File: src/wpf_pkg.sv
package wpf_pkg;

   // Low SAMPLE_BITS bits of the sample field carry the two's complement ADC value
   localparam int SAMPLE_BITS = 16;
   // Sample index counter width; index outputs carry its low DATA_BITS bits
   localparam int INDEX_BITS = 16;
   localparam int DATA_BITS = 16;
   // Offset-corrected sample: 16 bit minus 16 bit signed
   localparam int VALUE_BITS = DATA_BITS + 1;
   // Samples at the head of a waveform that only fill the history
   localparam int WARMUP = 3;
   localparam int HIST_DEPTH = 3;
   localparam int CSR_INDEX_BITS = 1;

   typedef enum logic [CSR_INDEX_BITS-1:0] {
      REG_VERTICAL_OFFSET = 1'b0,
      REG_NOISE_THRESHOLD = 1'b1
   } csr_reg_type;

   typedef struct packed {
      logic signed [DATA_BITS-1:0] sample;
      logic                        last_sample;
   } req_word_type;

   typedef struct packed {
      logic [DATA_BITS-1:0] peak_start;
      logic [DATA_BITS-1:0] peak_stop;
      logic [DATA_BITS-1:0] max_position;
      logic [DATA_BITS-1:0] max_height;
      logic                 negative_polarity;
   } rsp_word_type;

   // Corrected sample handed from the input stage to the detector
   typedef struct packed {
      logic signed [VALUE_BITS-1:0] value;
      logic [DATA_BITS-1:0]         mag;
      logic                         last;
   } corr_type;

   // Handshake between input stage and detector
   typedef struct packed {
      logic valid;
      logic advance;
   } stage_ctl_type;

endpackage

File: src/wpf_correct.sv
module wpf_correct (
   input  logic                          clock,
   input  logic                          reset,
   input  logic                          req_valid,
   output logic                          req_ready,
   input  wpf_pkg::req_word_type         req_word,
   input  logic signed [wpf_pkg::DATA_BITS-1:0] vertical_offset,
   input  logic                          advance,
   output logic                          corr_valid,
   output wpf_pkg::corr_type             corr_word
);

   logic                                      valid_ff;
   logic                                      valid_in;
   wpf_pkg::corr_type                         word_ff;
   wpf_pkg::corr_type                         word_in;
   logic signed [wpf_pkg::VALUE_BITS-1:0]     raw_ext;
   logic signed [wpf_pkg::VALUE_BITS-1:0]     ofs_ext;
   logic signed [wpf_pkg::VALUE_BITS-1:0]     diff;
   logic                                      take;

   assign req_ready = !valid_ff || advance;
   assign take      = req_valid && req_ready;

   always_comb begin
      raw_ext = wpf_pkg::VALUE_BITS'($signed(req_word.sample[wpf_pkg::SAMPLE_BITS-1:0]));
      ofs_ext = wpf_pkg::VALUE_BITS'(vertical_offset);
      diff    = raw_ext - ofs_ext;
      word_in.value = diff;
      word_in.mag   = diff[wpf_pkg::VALUE_BITS-1] ?
                      wpf_pkg::DATA_BITS'(-diff) : wpf_pkg::DATA_BITS'(diff);
      word_in.last  = req_word.last_sample;
      valid_in = take || (valid_ff && !advance);
   end

   always_ff @(posedge clock) begin
      if (reset) begin
         valid_ff <= 1'b0;
      end else begin
         valid_ff <= valid_in;
      end
   end

   // Payload: load on accept, hold otherwise
   always_ff @(posedge clock) begin
      if (take) begin
         word_ff <= word_in;
      end
   end

   assign corr_valid = valid_ff;
   assign corr_word  = word_ff;

endmodule

File: src/wpf_detect.sv
module wpf_detect (
   input  logic                            clock,
   input  logic                            reset,
   input  wpf_pkg::stage_ctl_type          ctl_in,
   output logic                            advance,
   input  wpf_pkg::corr_type               corr_word,
   input  logic [wpf_pkg::DATA_BITS-1:0]   noise_threshold,
   output logic                            rsp_valid,
   input  logic                            rsp_ready,
   output wpf_pkg::rsp_word_type           rsp_word
);

   localparam int IB = wpf_pkg::INDEX_BITS;
   localparam int DB = wpf_pkg::DATA_BITS;
   localparam int HD = wpf_pkg::HIST_DEPTH;

   logic [DB-1:0]  hist_mag_ff [HD];
   logic           hist_neg_ff [HD];
   logic [IB-1:0]  idx_ff, idx_in;
   logic           rising_ff, rising_in;
   logic           in_run_ff, in_run_in;
   logic [IB-1:0]  start_ff, start_in;
   logic [DB-1:0]  best_h_ff, best_h_in;
   logic [IB-1:0]  best_pos_ff, best_pos_in;
   logic           best_neg_ff, best_neg_in;
   logic           out_valid_ff, out_valid_in;
   wpf_pkg::rsp_word_type out_word_ff, out_word_in;

   logic           fire;
   logic           warm;
   logic           cur_neg, cur_pos, prev_neg, prev_pos;
   logic           sign_change;
   logic           run_end;
   logic           emit;
   logic           chain;
   logic [IB-1:0]  stop_idx;

   assign fire    = ctl_in.valid && (!out_valid_ff || rsp_ready);
   assign advance = fire;

   always_comb begin
      warm      = idx_ff < IB'(wpf_pkg::WARMUP);
      cur_neg   = corr_word.value < 0;
      cur_pos   = corr_word.value > 0;
      prev_neg  = hist_neg_ff[0];
      prev_pos  = !hist_neg_ff[0] && (hist_mag_ff[0] != '0);
      sign_change = (cur_neg && prev_pos) || (cur_pos && prev_neg);
      run_end   = (corr_word.mag <= noise_threshold) || corr_word.last || sign_change;
      emit      = !warm && run_end && rising_ff;
      chain     = (hist_mag_ff[2] < hist_mag_ff[1]) && (hist_mag_ff[1] < hist_mag_ff[0]) &&
                  (hist_mag_ff[0] < corr_word.mag);
      stop_idx  = idx_ff - IB'(1);

      rising_in   = rising_ff;
      in_run_in   = in_run_ff;
      start_in    = start_ff;
      best_h_in   = best_h_ff;
      best_pos_in = best_pos_ff;
      best_neg_in = best_neg_ff;

      if (warm || run_end) begin
         // Drop any run in progress
         rising_in = 1'b0;
         in_run_in = 1'b0;
      end else begin
         if (!in_run_ff) begin
            in_run_in   = 1'b1;
            start_in    = idx_ff;
            best_h_in   = corr_word.mag;
            best_pos_in = idx_ff;
            best_neg_in = cur_neg;
         end else if (corr_word.mag > best_h_ff) begin
            best_h_in   = corr_word.mag;
            best_pos_in = idx_ff;
            best_neg_in = cur_neg;
         end
         if (!rising_ff && chain) begin
            rising_in = 1'b1;
         end
      end

      if (corr_word.last) begin
         idx_in    = '0;
         in_run_in = 1'b0;
         rising_in = 1'b0;
      end else begin
         idx_in = idx_ff + IB'(1);
      end

      out_word_in.peak_start        = DB'(start_ff);
      out_word_in.peak_stop         = DB'(stop_idx);
      out_word_in.max_position      = DB'(best_pos_ff);
      out_word_in.max_height        = best_h_ff;
      out_word_in.negative_polarity = best_neg_ff;

      if (fire && emit) begin
         out_valid_in = 1'b1;
      end else if (rsp_ready) begin
         out_valid_in = 1'b0;
      end else begin
         out_valid_in = out_valid_ff;
      end
   end

   always_ff @(posedge clock) begin
      if (reset) begin
         idx_ff       <= '0;
         rising_ff    <= 1'b0;
         in_run_ff    <= 1'b0;
         start_ff     <= '0;
         best_h_ff    <= '0;
         best_pos_ff  <= '0;
         best_neg_ff  <= 1'b0;
         out_valid_ff <= 1'b0;
         for (int k = 0; k < HD; k++) begin
            hist_mag_ff[k] <= '0;
            hist_neg_ff[k] <= 1'b0;
         end
      end else begin
         out_valid_ff <= out_valid_in;
         if (fire) begin
            idx_ff      <= idx_in;
            rising_ff   <= rising_in;
            in_run_ff   <= in_run_in;
            start_ff    <= start_in;
            best_h_ff   <= best_h_in;
            best_pos_ff <= best_pos_in;
            best_neg_ff <= best_neg_in;
            // Shift the history, newest first
            for (int k = HD - 1; k > 0; k--) begin
               hist_mag_ff[k] <= hist_mag_ff[k-1];
               hist_neg_ff[k] <= hist_neg_ff[k-1];
            end
            hist_mag_ff[0] <= corr_word.mag;
            hist_neg_ff[0] <= cur_neg;
         end
      end
   end

   always_ff @(posedge clock) begin
      if (fire && emit) begin
         out_word_ff <= out_word_in;
      end
   end

   assign rsp_valid = out_valid_ff;
   assign rsp_word  = out_word_ff;

   a_rising_in_run : assert property (@(posedge clock) disable iff (reset)
      rising_ff |-> in_run_ff)
      else $error("rising flag set outside a run");

   a_emit_shows : assert property (@(posedge clock) disable iff (reset)
      fire && emit |=> rsp_valid)
      else $error("peak emitted but no word presented");

   a_word_source : assert property (@(posedge clock) disable iff (reset)
      $rose(out_valid_ff) |-> $past(fire) && $past(emit))
      else $error("result word appeared without an emitting sample");

   a_last_clears : assert property (@(posedge clock) disable iff (reset)
      fire && corr_word.last |=> idx_ff == '0 && !in_run_ff && !rising_ff)
      else $error("final sample did not restart the waveform");

endmodule

File: src/waveform_peak_finder.sv
// Waveform peak finder. Takes one raw ADC sample per word, subtracts the
// vertical offset and reports each peak (a run of samples above the noise
// threshold, cut by a noise sample, a sign change or the final sample, that
// held four strictly rising magnitudes) as one result word giving the run's
// first and last index, the index of its first largest magnitude, that
// magnitude and its polarity. The first three samples of each waveform only
// fill the history. One sample is accepted every clock cycle as long as the
// result side is ready; a peak is presented once the sample that ends it has
// passed the offset stage and then the single-pass detector stage.
// Write the offset and threshold only while no samples are in flight.
module waveform_peak_finder (
   input  logic                                   clock,
   input  logic                                   reset,
   input  logic                                   req_valid,
   output logic                                   req_ready,
   input  wpf_pkg::req_word_type                  req_word,
   output logic                                   rsp_valid,
   input  logic                                   rsp_ready,
   output wpf_pkg::rsp_word_type                  rsp_word,
   input  logic                                   csr_write_en,
   input  logic [wpf_pkg::CSR_INDEX_BITS-1:0]     csr_index,
   input  logic [wpf_pkg::DATA_BITS-1:0]          csr_wdata
);

   logic signed [wpf_pkg::DATA_BITS-1:0] offset_ff;
   logic [wpf_pkg::DATA_BITS-1:0]        threshold_ff;
   logic                                 corr_valid;
   logic                                 advance;
   wpf_pkg::corr_type                    corr_word;
   wpf_pkg::stage_ctl_type               stage_ctl;

   always_ff @(posedge clock) begin
      if (reset) begin
         offset_ff    <= '0;
         threshold_ff <= '0;
      end else if (csr_write_en) begin
         case (wpf_pkg::csr_reg_type'(csr_index))
            wpf_pkg::REG_VERTICAL_OFFSET: begin
               offset_ff <= $signed(csr_wdata);
            end
            wpf_pkg::REG_NOISE_THRESHOLD: begin
               threshold_ff <= csr_wdata;
            end
            default: begin
               offset_ff <= offset_ff;
            end
         endcase
      end
   end

   assign stage_ctl.valid   = corr_valid;
   assign stage_ctl.advance = advance;

   wpf_correct u_correct (
      .clock           (clock),
      .reset           (reset),
      .req_valid       (req_valid),
      .req_ready       (req_ready),
      .req_word        (req_word),
      .vertical_offset (offset_ff),
      .advance         (stage_ctl.advance),
      .corr_valid      (corr_valid),
      .corr_word       (corr_word)
   );

   wpf_detect u_detect (
      .clock           (clock),
      .reset           (reset),
      .ctl_in          (stage_ctl),
      .advance         (advance),
      .corr_word       (corr_word),
      .noise_threshold (threshold_ff),
      .rsp_valid       (rsp_valid),
      .rsp_ready       (rsp_ready),
      .rsp_word        (rsp_word)
   );

endmodule

File: config.mk
export PLATFORM = sky130hd
export DESIGN_NAME = waveform_peak_finder
export DESIGN_NICKNAME = d
export VERILOG_FILES = /design/src/wpf_pkg.sv /design/src/wpf_correct.sv /design/src/wpf_detect.sv /design/src/waveform_peak_finder.sv
export SDC_FILE = /design/constraint.sdc
export NUM_CORES = 1
export LEC_CHECK = 0
export BUFFER_PORTS_ARGS = -buffer_cell sky130_fd_sc_hd__buf_2
export CAP_MARGIN = 40
export CORE_ASPECT_RATIO = 1.5
export CORE_MARGIN = 2
export CORE_UTILIZATION = 53
export DETAILED_ROUTE_END_ITERATION = 10
export HOLD_SLACK_MARGIN = 0.12
export PLACE_DENSITY_LB_ADDON = 0.2
export SYNTH_ARGS = -nofsm -noshare
export SYNTH_HDL_FRONTEND = slang
export SYNTH_SLANG_ARGS = --single-unit
File: constraint.sdc
create_clock -name clock -period 10.63 [get_ports clock]
set_clock_uncertainty 0.2 [all_clocks]
set_input_delay 1.063 -clock clock [delete_from_list [all_inputs] [get_ports clock]]
set_output_delay 1.063 -clock clock [all_outputs]
set_load 0.03 [all_outputs]
==> results of run 1 <==
## registers in the layout (all words and copies together) (netlist names)
register and flops:
u_detect.idx_ff 16, u_detect.in_run_ff 1, u_detect.best_h_ff 16, offset_ff 16, u_detect.rising_ff 1, u_correct.corr_valid 1
u_detect.hist_neg_ff 1, u_detect.best_pos_ff 16, u_detect.rsp_word 65, u_detect.rsp_valid 1, threshold_ff 16, u_correct.corr_word 33
u_detect.start_ff 16, u_detect.best_neg_ff 1, u_detect.hist_mag_ff 48
## power by group
group	switching [W]	internal [W]	total [W]	leakage, nW
clock	0.000343	0.000473	0.000816	0.357
combinational	0.000157	0.000115	0.000273	2.86
sequential	0.0000425	0.00106	0.00111	2.35
total	0.000543	0.00165	0.00219	5.57
## stage by stage
step	util [%]	instance area, um^2	setup WS, ns
2_1_floorplan	-	12100	6.24
3_3_place_gp	57.1	12800	5.97
3_5_place_dp	57.4	12800	5.92
4_1_cts	60.7	13600	6.45
5_1_grt	60.7	13600	6.32
6_report	60.7	13600	6.44
## Yosys cell counts (2+ instances only)
master / number
a31oi_1: 4
nor2_1: 58
buf_4: 3
o311ai_0: 2
xnor2_1: 22
edfxtp_1: 147
nand2b_1: 77
a211o_1: 2
a21oi_1: 66
o2111ai_1: 2
buf_1: 2
or4_1: 2
a211oi_1: 2
nand2_1: 90
mux2i_1: 49
xor2_1: 30
dfxtp_1: 101
nor4_1: 16
o211a_1: 3
and4_1: 4
or4_4: 3
o31a_1: 2
or3_1: 2
a2111oi_0: 3
inv_1: 110
o31ai_1: 3
o221ai_1: 2
nor3b_1: 2
nor2b_1: 8
nand3b_1: 2
nand3_1: 12
o41ai_1: 2
and2_1: 5
clkbuf_1: 47
nor3_1: 57
o21a_1: 5
a21o_1: 31
or2_2: 3
ha_1: 96
nand4_1: 22
o21ai_0: 14
## placed cells by master, fill, tap and decap left out, drive strengths merged, types with 3 or more instances in the layout
| cell | count |
|---|---|
| nor4 | 16 |
| nand4 | 22 |
| nand3 | 12 |
| o31ai | 3 |
| nor3 | 57 |
| nand2 | 90 |
| or2 | 3 |
| nand2b | 77 |
| nor2 | 58 |
| o41ai | 3 |
| a21oi | 66 |
| a21o | 31 |
| nor2b | 8 |
| xnor2 | 22 |
| buf | 113 |
| and4 | 4 |
| inv | 112 |
| a2111oi | 3 |
| mux2i | 49 |
| o211a | 3 |
| a31oi | 4 |
| o311ai | 3 |
| edfxtp | 147 |
| o21a | 5 |
| dfxtp | 101 |
| xor2 | 30 |
| ha | 96 |
| o21ai | 14 |
| or4 | 5 |
| clkbuf | 35 |
| and2 | 5 |
## worst max-delay path, delay by kind of cell
kind	cells	cell delay, ns
compound gates	3	0.64
xor+xnor	2	0.21
fa+ha+maj	2	0.59
buf+inv	3	0.21
simple gates	3	1.54
## per-layer routing
layer  GRT usage [%]  vias up  routed length, um  share of wire (%)
li1                -     4103                  -                  -
met1            22.8     3830               9740                 38
met2            40.4      180              13600                 53
met3            2.66       56                893                3.5
met4            9.93        0               1220                4.8
met5               0        -                  0                  0
## area by class of cell
cell class / instances / area share (%)
flip-flops and latches: 248 / 47.4
multi-input cells: 715 / 37.0
clock buffers: 35 / 4.79
repair buffers: 113 / 4.51
inverters: 111 / 3.07
well taps: 276 / 2.54
clock inverters: 6 / 0.663
## cells by family after synthesis
logic type	count (synthesis)
xor+xnor	52
fa+ha+maj	97
simple gates	365
flops	248
compound gates	152
buf+inv	165
mux	49
## worst max path at each step
stage / start / end / depth (start not counted)
after floorplan: req_word[1] / u_correct.corr_word[16]$_DFFE_PP_ / 12
after global placement: req_word[1] / u_correct.corr_word[16]$_DFFE_PP_ / 13
after detailed placement: req_word[1] / u_correct.corr_word[16]$_DFFE_PP_ / 13
after CTS: req_word[1] / u_correct.corr_word[16]$_DFFE_PP_ / 13
after global routing: req_word[1] / u_correct.corr_word[16]$_DFFE_PP_ / 13
final: req_word[1] / u_correct.corr_word[16]$_DFFE_PP_ / 13
==> flow_summary.yaml, run 1 <==
run_status:
  status: "completed"
hold_path:
  hold_class: "reg2reg"
  hold_depth: 0
  worstHoldEndpoint: "u_detect.rsp_word[61]$_DFFE_PP_"
  hold_start: "u_detect.start_ff[12]$_SDFFE_PP0P_"
synth:
  synth_adder_area_share_pct: 10.1
  synth_top_area_cell: "edfxtp_1"
  netlist_area_mm2: 0.0121
  async_flop_share_pct: 0
  synth-seq-cells: 248
  ys_top_cells_by_area: "edfxtp_1 (36%), dfxtp_1 (17%), ha_1 (9.9%), mux2i_1 (4.1%), nand2b_1 (4.0%)"
  synth_edf_count: 147
  synthSimpleGateAreaFrac_pct: 15.4
  synth_seq_area_share_pct: 53.2
  synth_compound_area_share_pct: 8.21
  synthMuxAreaShare_pct: 4.05
  synthFlopType: "edfxtp_1"
  syn_nets: 1264
  syn_inst: 1128
  synth_top_area_share_pct: 36.5
  ys_warn_count: 0
  avgSynthCellArea_um2: 10.7
  synthDistinctLibCells: 56
  synth_top_family_by_area: "simple AND/OR/NAND/NOR gates"
  synth-xor-area-share_pct: 3.76
route:
  drt-total-wl_mm: 25.4
  via_count: 8169
  route.detailed.drc: 0
  detail-route-antenna-nets: 0
  via_per_inst: 5.43
  drtPass1Iterations: 4
  drt_iter0_drc: 367
  wl_per_cell_um: 16.9
sta:
  hold_slack_ns: 0.233
  period_needed_ns: 4.19
  hold_viol: 0
  tns_ns: 0
  worstMarginPinSlew_ns: 0.777
  rsz0062_at_grt: "false"
  relSlewSlack_pct: 46.9
  finalCritPeriodShare_pct: 39.5
  finalMaxSlewViolations: 0
  fmax_mhz: 238
  finalSetupViolCount: 0
global_route:
  grt-ovfl-total: 0
  grt_use_total_pct: 21.2
  antenna_found_initial: 0
  grt_max_degree: 72
  grt_pass1_vias: 8166
  grt_pass1_wl_mm: 40.8
die:
  start_util_pct: 54.1
  die_h_um: 189
  fp-row-count: 67
  die-area_mm2: 0.0241
  die_width_um: 127
  io_pins: 106
  core-area_mm2: 0.0224
clock_network:
  postCtsSetupRepairBufs: 0
  root_buffer: "clkbuf_16"
  hold_buffers: 0
  cts.reportedPaths.clkPinSlew_ns: 0.06
  clockBufferDepth: 3
  ctsResizeCount: 0
  cts_sinks: 248
  numCtsBuffers: 23
  insertion_delay_ns: 0.50
  cts_tree: "yes"
  cts_max_level: 1
layout:
  final_cells: 1504
  multi_input_area_mm2: 0.00503
  antennaDiodeCount: 0
  syn_to_final_growth_pct: 12.2
  fillCellCount: 1900
  drive_above_1_share_pct: 12.7
  nets: 1348
  seq_area_mm2: 0.00644
power_and_ir_drop:
  p_leak_nw: 5.57
  power_w: 0.00219
  p_per_area_mw_per_mm2: 162
  vdd_drop_max_mv: 0.103
critical_path:
  r2r_end: "u_correct.corr_word[16]$_DFFE_PP_"
  r2r-start: "offset_ff[0]$_SDFFE_PP0P_"
  path_class: "in2reg"
  cp_cell_sequence: "buf_2 -> inv_1 -> ha_1 -> inv_1 -> fa_1 -> a21oi_1 -> o211a_1 -> xnor2_1 -> or4_4 -> or4_4 -> or4_4 -> o41ai_4 -> xnor2_1"
  crit_required_ns: 10.68
  reg2reg_depth: 11
  startpoint_type: "input port"
  endpoint_kind: "flop"
  crit_top_cell: "or4_4"
  worstPathMaxFanout: 4
  critPathMaxStageDelay_ns: 0.57
  rrSetupSlack_ns: 6.78
  cpMaxStageDelayCell: "or4_4"
  arrival_ns: 4.24
place:
  dp_cells: 1463
  io_buffers: 105
  gp_congestion: 0.837
  dp_hpwl_mm: 18.9
run:
  cap_violations: 0
Note: power is estimated with default switching activity, not from simulation.
==> run 2: changes to the inputs <==
ABC_AREA = 1   (was not set)
clock period = 4.3 ns   (was 10.63 ns; I/O delays follow)
==> run 2 against run 1 <==
Against the previous run: final cell count up 25%; synthesized cell count up 26%; total power grew to 2.6 times the previous value; sequential power rose by 140%; largest power group unchanged; worst setup slack worse by 5.2 ns; count of clock-buffer cells in the layout decreased by 6; combinational power increased to 3.3 times the previous value.
==> flow_summary.yaml, run 2 <==
run_status:
  status: "completed"
layout:
  final_cells: 1880
  final_common_cell: "nand2_1"
  syn_to_final_growth_pct: 14.6
  largest_register_ffs: 65
  nets: 1680
  final_cell_mix: "nand2_1 (252), inv_1 (210), nor2_1 (182)"
  drive_above_1_share_pct: 13.5
  antennaDiodeCount: 0
  utilization_pct: 61.3
critical_path:
  worstPathMaxFanout: 38
  path_class: "reg2reg"
  arrival_ns: 3.10
  r2r-start: "u_correct.corr_word[10]$_DFFE_PP_"
  crit_required_ns: 4.30
  startpoint_type: "flop"
  endpoint_kind: "flop"
  startpoint: "u_correct.corr_word[10]$_DFFE_PP_"
global_route:
  grt_pass1_vias: 9432
  top_usage_layer: "met2"
  antenna_found_initial: 0
  grtUsageMet3_pct: 2.27
  met2_usage_pct: 41.2
  grt_pass1_wl_mm: 45.2
  grt_use_total_pct: 22.5
  use_met1_pct: 27.0
  grt-ovfl-total: 0
  grt_max_degree: 83
synth:
  synth_most_common_cell: "nand2_1"
  synth-xor-area-share_pct: 1.60
  avgSynthCellArea_um2: 8.87
  synthMuxAreaShare_pct: 0
  ys_top_cells_by_area: "edfxtp_1 (35%), dfxtp_1 (16%), ha_1 (9.5%), nand2_1 (7.5%), inv_1 (6.3%)"
  synth_top_family_by_area: "simple AND/OR/NAND/NOR gates"
  synth_edf_count: 147
  synth_compound_area_share_pct: 8.00
  ys_warn_count: 0
  yosys-top-cells-count: "nand2_1 (253), inv_1 (212), nor2_1 (182)"
  synth_top_area_cell: "edfxtp_1"
  syn_nets: 1556
  synthFlopType: "edfxtp_1"
  async_flop_share_pct: 0
  synth_top_area_share_pct: 35.0
  synth-seq-cells: 248
  synthSimpleGateAreaFrac_pct: 21.1
  netlist_area_mm2: 0.0126
  syn_inst: 1420
  synthDistinctLibCells: 45
  synth_adder_area_share_pct: 9.69
  synth_seq_area_share_pct: 51.1
place:
  dp_cells: 1814
  dp_hpwl_mm: 20.3
  io_buffers: 105
  gp_congestion: 0.907
power_and_ir_drop:
  p_leak_nw: 6.37
  vdd_drop_max_mv: 0.301
  p_per_area_mw_per_mm2: 394
sta:
  finalMaxSlewViolations: 0
  rsz0062_at_grt: "false"
  worstMarginPinSlew_ns: 0.852
  tns_ns: 0
  period_needed_ns: 3.11
  hold_slack_ns: 0.137
  relSlewSlack_pct: 43.1
  finalCritPeriodShare_pct: 72.3
  finalSetupViolCount: 0
  fmax_mhz: 322
  hold_viol: 0
hold_path:
  hold_class: "in2reg"
  hold_start: "req_word[2]"
die:
  start_util_pct: 53.5
  io_pins: 106
  core-area_mm2: 0.0236
  die_h_um: 193
  fp-row-count: 69
  die_width_um: 130
  die-area_mm2: 0.0251
route:
  wl_per_cell_um: 14.7
  drt_iter0_drc: 540
  drt-total-wl_mm: 27.6
  detail-route-antenna-nets: 0
  drtPass1Iterations: 5
  via_per_inst: 5.11
  via_count: 9602
  route.detailed.drc: 0
clock_network:
  clockBufferDepth: 3
  cts_max_level: 1
  ctsResizeCount: 0
  cts.reportedPaths.clkPinSlew_ns: 0.06
  root_buffer: "clkbuf_16"
  insertion_delay_ns: 0.52
  cts_sinks: 248
  numCtsBuffers: 24
  cts_tree: "yes"
run:
  cap_violations: 0
## run 2: changes by cell type after synthesis, moves of 48 or more
cell      delta
inv_1      +102
mux2i_1     -49
nand2_1    +163
nand2b_1    -77
nand3_1     +48
nor2_1     +124
nor3_1      -48
o21ai_0     +57
## run 2: per-stage QoR
step	setup WS, ns	total power, W	instance area (um^2)
3_5_place_dp	1.12	0.00365	13400
6_report	1.19	0.00568	14400
4_1_cts	1.12	0.00572	14400
2_1_floorplan	0.970	0.00342	12600
5_1_grt	0.925	0.00597	14400
3_3_place_gp	1.14	0.00361	13300
## run 2: critical path, stage by stage (launching register included)
cell	delay, ns
edfxtp_1	0.44
ha_1	0.32
nand2_1	0.06
inv_1	0.03
o21ai_0	0.13
a21oi_1	0.08
nor2_1	0.16
nand2_1	0.16
nand2_1	0.17
nand4_1	0.16
inv_2	0.54
buf_12	0.30
## run 2: cell families after synthesis
kind of cell,after synthesis
xor+xnor,23
compound gates,189
buf+inv,263
flops,248
simple gates,600
fa+ha+maj,97
## run 2: cell type report
cell class / count / area [um^2]
Clock inverter: 14 / 119
Inverter: 224 / 841
Clock buffer: 29 / 641
Sequential cell: 248 / 6440
Fill cell: 2019 / 9130
Multi-Input combinational cell: 909 / 5090
Timing Repair Buffer: 137 / 908
Tap cell: 319 / 399
## run 2: routing by layer
layer | part of all wire, % | vias up
li1 | - | 4927
met1 | 41 | 4381
met2 | 51 | 227
met3 | 4.1 | 67
met4 | 3.9 | 0
met5 | 0 | -
## run 2: worst paths after layout
kind | slack [ns] | end | depth (start not counted)
setup / recovery | 1.19 | u_detect.rsp_word[8]$_DFFE_PP_ | 11
hold / removal | 0.14 | u_correct.corr_word[18]$_DFFE_PP_ | 2
setup reg to reg | 1.19 | u_detect.rsp_word[8]$_DFFE_PP_ | 11
hold reg to reg | 0.23 | u_detect.rsp_word[54]$_DFFE_PP_ | 0
## run 2: timing repair
| item | CTS | global route |
|---|---|---|
| hold endpoints to repair | 37 | 0 |
| hold buffers | 23 | 0 |
| setup buffers | 0 | 0 |
## run 2: power breakdown
group          total, W  internal [W]  switching [W]
Sequential      0.00270       0.00264      0.0000632
Combinational  0.000909      0.000331       0.000578
Clock           0.00207       0.00118       0.000889
Total           0.00568       0.00415        0.00153
